### src/rtl/chm_pkg.sv
// ---------------------------------------------------------------------------
// chm_pkg: shared types and constants of the chained hash map
// Transaction payloads, operation and status codes, hash constants and
// the controller/datapath command and status groups.
// ---------------------------------------------------------------------------
package chm_pkg;

  // input transaction
  typedef struct packed {
    logic [1:0]         op;
    logic [30:0]        lookup_key;
    logic signed [31:0] value_in;
  } in_t;

  // result transaction
  typedef struct packed {
    logic [2:0]         status;
    logic signed [31:0] value_out;
    logic [31:0]        conflict_total;
  } out_t;

  // operation codes
  localparam logic [1:0] OP_INSERT = 2'd0;
  localparam logic [1:0] OP_REMOVE = 2'd1;
  localparam logic [1:0] OP_GET    = 2'd2;

  // status codes
  localparam logic [2:0] ST_INSERTED  = 3'd0;
  localparam logic [2:0] ST_UPDATED   = 3'd1;
  localparam logic [2:0] ST_REMOVED   = 3'd2;
  localparam logic [2:0] ST_FOUND     = 3'd3;
  localparam logic [2:0] ST_NOT_FOUND = 3'd4;
  localparam logic [2:0] ST_FULL      = 3'd5;

  // hash constants
  localparam int          PROD_W     = 45;
  localparam int          REM_W      = 18;
  localparam logic [13:0] HASH_MUL   = 14'd13579;
  localparam logic [13:0] HASH_ADD   = 14'd12345;
  localparam logic [17:0] HASH_PRIME = 18'd105943;

  // fold the product: top bits weigh 2^30 mod prime, result below 2^31
  localparam int          FOLD_LO    = 30;
  localparam int          FOLD_W     = 31;
  localparam logic [13:0] HASH_K30   = 14'd9519;

  // ceil(2^48 / prime): exact quotient of any 31-bit value
  localparam int          RCP_SHIFT  = 48;
  localparam logic [31:0] HASH_RCP   = 32'd2656852994;
  localparam int          QUO_W      = 15;

  // bucket remainder unit: bits retired per cycle and cycles per pass
  localparam int DIV_UNROLL = 3;
  localparam int B_STEPS    = REM_W / DIV_UNROLL;
  localparam int CNT_W      = 3;

  // controller to datapath commands
  typedef struct packed {
    logic load;
    logic mul;
    logic fold;
    logic rcp;
    logic mid;
    logic div_b;
    logic head;
    logic adv;
    logic hit;
    logic act;
    logic link;
    logic emit;
  } cmd_t;

  // datapath to controller status
  typedef struct packed {
    logic div_last;
    logic node_nil;
    logic match;
    logic need_link;
  } sts_t;

  // one restoring remainder step
  function automatic logic [17:0] mod_step(input logic [17:0] rem, input logic b,
                                           input logic [17:0] div);
    logic [17:0] t;
    t = {rem[16:0], b};
    if (t >= div) begin
      t = t - div;
    end
    return t;
  endfunction

endpackage

### src/rtl/chm_ctrl.sv
// ---------------------------------------------------------------------------
// chm_ctrl: operation sequencer
// Steps each transaction through hash, chain walk, update and reply.
// ---------------------------------------------------------------------------
module chm_ctrl (
  input  logic          clk,
  input  logic          rst_n,
  input  logic          start,
  output logic          busy,
  output chm_pkg::cmd_t cmd,
  input  chm_pkg::sts_t sts
);
  import chm_pkg::*;

  localparam logic [3:0] S_IDLE = 4'd0;
  localparam logic [3:0] S_MUL  = 4'd1;
  localparam logic [3:0] S_FOLD = 4'd2;
  localparam logic [3:0] S_RCP  = 4'd3;
  localparam logic [3:0] S_MID  = 4'd4;
  localparam logic [3:0] S_DIVB = 4'd5;
  localparam logic [3:0] S_HEAD = 4'd6;
  localparam logic [3:0] S_RD   = 4'd7;
  localparam logic [3:0] S_CMP  = 4'd8;
  localparam logic [3:0] S_ACT  = 4'd9;
  localparam logic [3:0] S_LINK = 4'd10;

  logic [3:0] state_r, state_nxt;

  assign busy = (state_r != S_IDLE);

  // next state and commands
  always_comb begin
    state_nxt = state_r;
    cmd       = '0;
    case (state_r)
      S_IDLE: begin
        if (start) begin
          cmd.load  = 1'b1;
          state_nxt = S_MUL;
        end
      end
      S_MUL: begin
        cmd.mul   = 1'b1;
        state_nxt = S_FOLD;
      end
      S_FOLD: begin
        cmd.fold  = 1'b1;
        state_nxt = S_RCP;
      end
      S_RCP: begin
        cmd.rcp   = 1'b1;
        state_nxt = S_MID;
      end
      S_MID: begin
        cmd.mid   = 1'b1;
        state_nxt = S_DIVB;
      end
      S_DIVB: begin
        cmd.div_b = 1'b1;
        if (sts.div_last) state_nxt = S_HEAD;
      end
      S_HEAD: begin
        cmd.head  = 1'b1;
        state_nxt = S_RD;
      end
      S_RD: begin
        state_nxt = sts.node_nil ? S_ACT : S_CMP;
      end
      S_CMP: begin
        if (sts.match) begin
          cmd.hit   = 1'b1;
          state_nxt = S_ACT;
        end else begin
          cmd.adv   = 1'b1;
          state_nxt = S_RD;
        end
      end
      S_ACT: begin
        cmd.act = 1'b1;
        if (sts.need_link) begin
          state_nxt = S_LINK;
        end else begin
          cmd.emit  = 1'b1;
          state_nxt = S_IDLE;
        end
      end
      S_LINK: begin
        cmd.link  = 1'b1;
        cmd.emit  = 1'b1;
        state_nxt = S_IDLE;
      end
      default: state_nxt = S_IDLE;
    endcase
  end

  // state register
  always_ff @(posedge clk) begin
    if (!rst_n) state_r <= S_IDLE;
    else        state_r <= state_nxt;
  end

endmodule

### config.mk
export PLATFORM = sky130hd
export DESIGN_NAME = chm_ctrl
export DESIGN_NICKNAME = d
export VERILOG_FILES = /design/src/rtl/chm_pkg.sv /design/src/rtl/chm_ctrl.sv
export SDC_FILE = /design/constraint.sdc
export NUM_CORES = 1
export LEC_CHECK = 0
export BUFFER_PORTS_ARGS = -buffer_cell sky130_fd_sc_hd__buf_2
export CAP_MARGIN = 25
export CORE_AREA = 2 2 39 41
export DETAILED_ROUTE_END_ITERATION = 7
export DIE_AREA = 0 0 41 43
export SLEW_MARGIN = 10
export SYNTH_ARGS = -nofsm -noshare
export SYNTH_HDL_FRONTEND = slang
export SYNTH_SLANG_ARGS = --single-unit
### constraint.sdc
create_clock -name clk -period 2.1 [get_ports clk]
set_clock_uncertainty 0.1 [all_clocks]
set_input_delay 0.42 -clock clk [delete_from_list [all_inputs] [get_ports clk]]
set_output_delay 0.42 -clock clk [all_outputs]
set_load 0.05 [all_outputs]
==> out/results.ini <==
[synthesis]
synth_area_leader_cell = dfxtp_1
ys_ff_latch = 4
synth_fp_nets = 59
async_flop_share_pct = 0
syn_avg_cell_area_um2 = 7.82
yosysUniqueCellTypes = 31
syn_inst = 52
yosysTopAreaCellShare_pct = 19.7
synth-edff-count = 0
ys.warnings.count = 0
seq_area_frac_synth_pct = 19.7
syn_area_um2 = 407
synth_ff_type = dfxtp_1
synthTopCellsByArea = dfxtp_1 20%, nor4b_1 6.5%, nand2b_1 6.2%
synth_commonest_cells = 4 x dfxtp_1, 4 x nand2b_1, 4 x nor2_1, 4 x nor3_1

[clocking]
numClockSinks = 4
cts_made_buffers = 3
clk_pin_slew_ns = 0.04
cts_buffer_depth = 2
post-cts-setup-buffer-count = 0
cts_hold_buf = 0
insertion_delay_ns = 0.23
postCtsResizedCells = 0
cts_tree = yes
h-tree-depth = 1
cts-root-buf = clkbuf_4

[global_routing]
grt_busiest_layer = met2
gr-usage-met1_pct = 18.3
grt_pass1_vias = 370
antenna_found_initial = 0
gr-usage-met3_pct = 4.71
grt.total_usage_pct = 15.2
grt_pass1_wl_um = 1720
grtUsageMet2_pct = 20.9
grt_max_degree = 12
grt-ovfl-total = 0

[setup_path]
crit_path_end_kind = primary output
cp.required_ns = 1.58
crit_buf_inv = 1
worst-endpoint-arrival_ns = 1.50
critPathSlowestCell = or4_4
worst_setup_path_start_kind = register
crit_family = simple AND/OR/NAND/NOR gates
startpoint = state_r[0]
slowest_delay_ns = 0.53
r2r_start = state_r[0]
crit_cells = 3
r2r-end = state_r[1]
path_cells = or4_4 -> nor2_2 -> buf_2
reg2regPathDepth = 4
crit_path_end = cmd[11]
crit_type = register to primary output
crit_fanout = 10
rrSetupSlack_ns = 0.56

[place]
dpl.cell_count = 86
numPortBuffers = 19
placed_cell_area_um2 = 557
hpwl_um = 815
gp_congestion = 0.658

[drt]
viasPerCell = 5.35
wl_per_cell_um = 12.4
drt_pass1_iterations = 2
drc = 0
drt-total-wl_um = 1110
ant_nets = 0
vias = 476
drt_iter0_markers = 3

[layout]
top_register = state_r
largestRegisters = state_r (4)
nets = 82
antenna_cells = 0
finalInstanceArea_um2 = 582
largest_reg_flops = 4
instances_no_fill = 89
syn_to_final_growth_pct = 43.1
final_util_pct = 42.0
drive_above_1_share_pct = 49.3

[floorplan]
row_count = 14
start_util_pct = 29.4
die_height_um = 43
coreArea_um2 = 1380
die_w_um = 41
dieArea_um2 = 1760
io_pins = 20

[job]
drv_cap = 0

[sta]
fmax_ghz = 0.496
setup_viol = 0
worst_pin_slew_ns = 0.372
holdWs_ns = 0.372
fin_crit_sh_pct = 96.0
fin_crit_ns = 2.02
drv_slew = 0
slew_headroom_pct = 74.8
rsz0062_at_grt = no
hold_violations = 0

[power]
vdd_drop_max_uv = 314
p_per_area_nw_per_um2 = 1170
leakage_nw = 0.277

[status]
status = complete, no violations

[worst_hold_path]
hp-class = input port to register
min_from = sts[3]

[area by class of cell]
class                   count  area (um2)
fillers                   139         802
multi-input cells          40         320
repair buffers             23         128
flip-flops and latches      4        80.1
clock buffers               3        22.5
well taps                  16        20.0
inverters                   3        11.3
[tightest hold or removal path, stage by stage]
cell and delay [ns]:
buf_2 0.08, nand3b_1 0.09, o21ai_1 0.06
[routing by layer]
layer | up-vias | wire (um)
li1 | 236 | -
met1 | 222 | 510
met2 | 14 | 525
met3 | 4 | 38
met4 | 0 | 31
met5 | - | 0
[power by group]
group / total (mW) / internal, mW / switching, mW
Clock: 0.0966 / 0.0640 / 0.0325
Combinational: 0.458 / 0.154 / 0.305
Sequential: 0.124 / 0.0956 / 0.0283
Total: 0.679 / 0.313 / 0.366
[kinds of logic (layout without fill, tap and decap cells)]
| group | Yosys count | count (layout) | share of synthesized area (%) |
|---|---|---|---|
| mux | 1 | 1 | 2.46 |
| flops | 4 | 4 | 19.7 |
| buf+inv | 8 | 29 | 10.2 |
| simple gates | 30 | 30 | 51.4 |
| compound gates | 9 | 9 | 16.3 |
[worst min-delay path by stage]
stage                      end  depth (start not counted)  slack [ns]
finish              state_r[0]                          3        0.37
global route        state_r[0]                          3        0.39
CTS                 state_r[3]                          2        0.37
detailed placement  state_r[2]                          2        0.53
global placement    state_r[2]                          2        0.51
floorplan           state_r[3]                          1        0.44
[per-stage QoR]
stage	setup WS (ns)	setup TNS (ns)	power, mW
final	0.0849	0	0.679
after floorplan	-0.0535	-0.0535	0.496
after global placement	0.324	0	0.582
after global routing	0.000382	0	0.728
after CTS	0.0793	0	0.683
after detailed placement	0.327	0	0.585
[placed cells by master (no fill, tap or decap), types with 2 or more instances in the layout]
cell type,instances
nor4b_2,2
buf_4,4
clkbuf_4,4
nor2_1,3
buf_2,18
nor2b_1,2
o21ai_0,3
dfxtp_1,4
inv_1,3
nor3_2,4
nand2b_1,4
No activity file was read; power rests on OpenSTA's default activity.
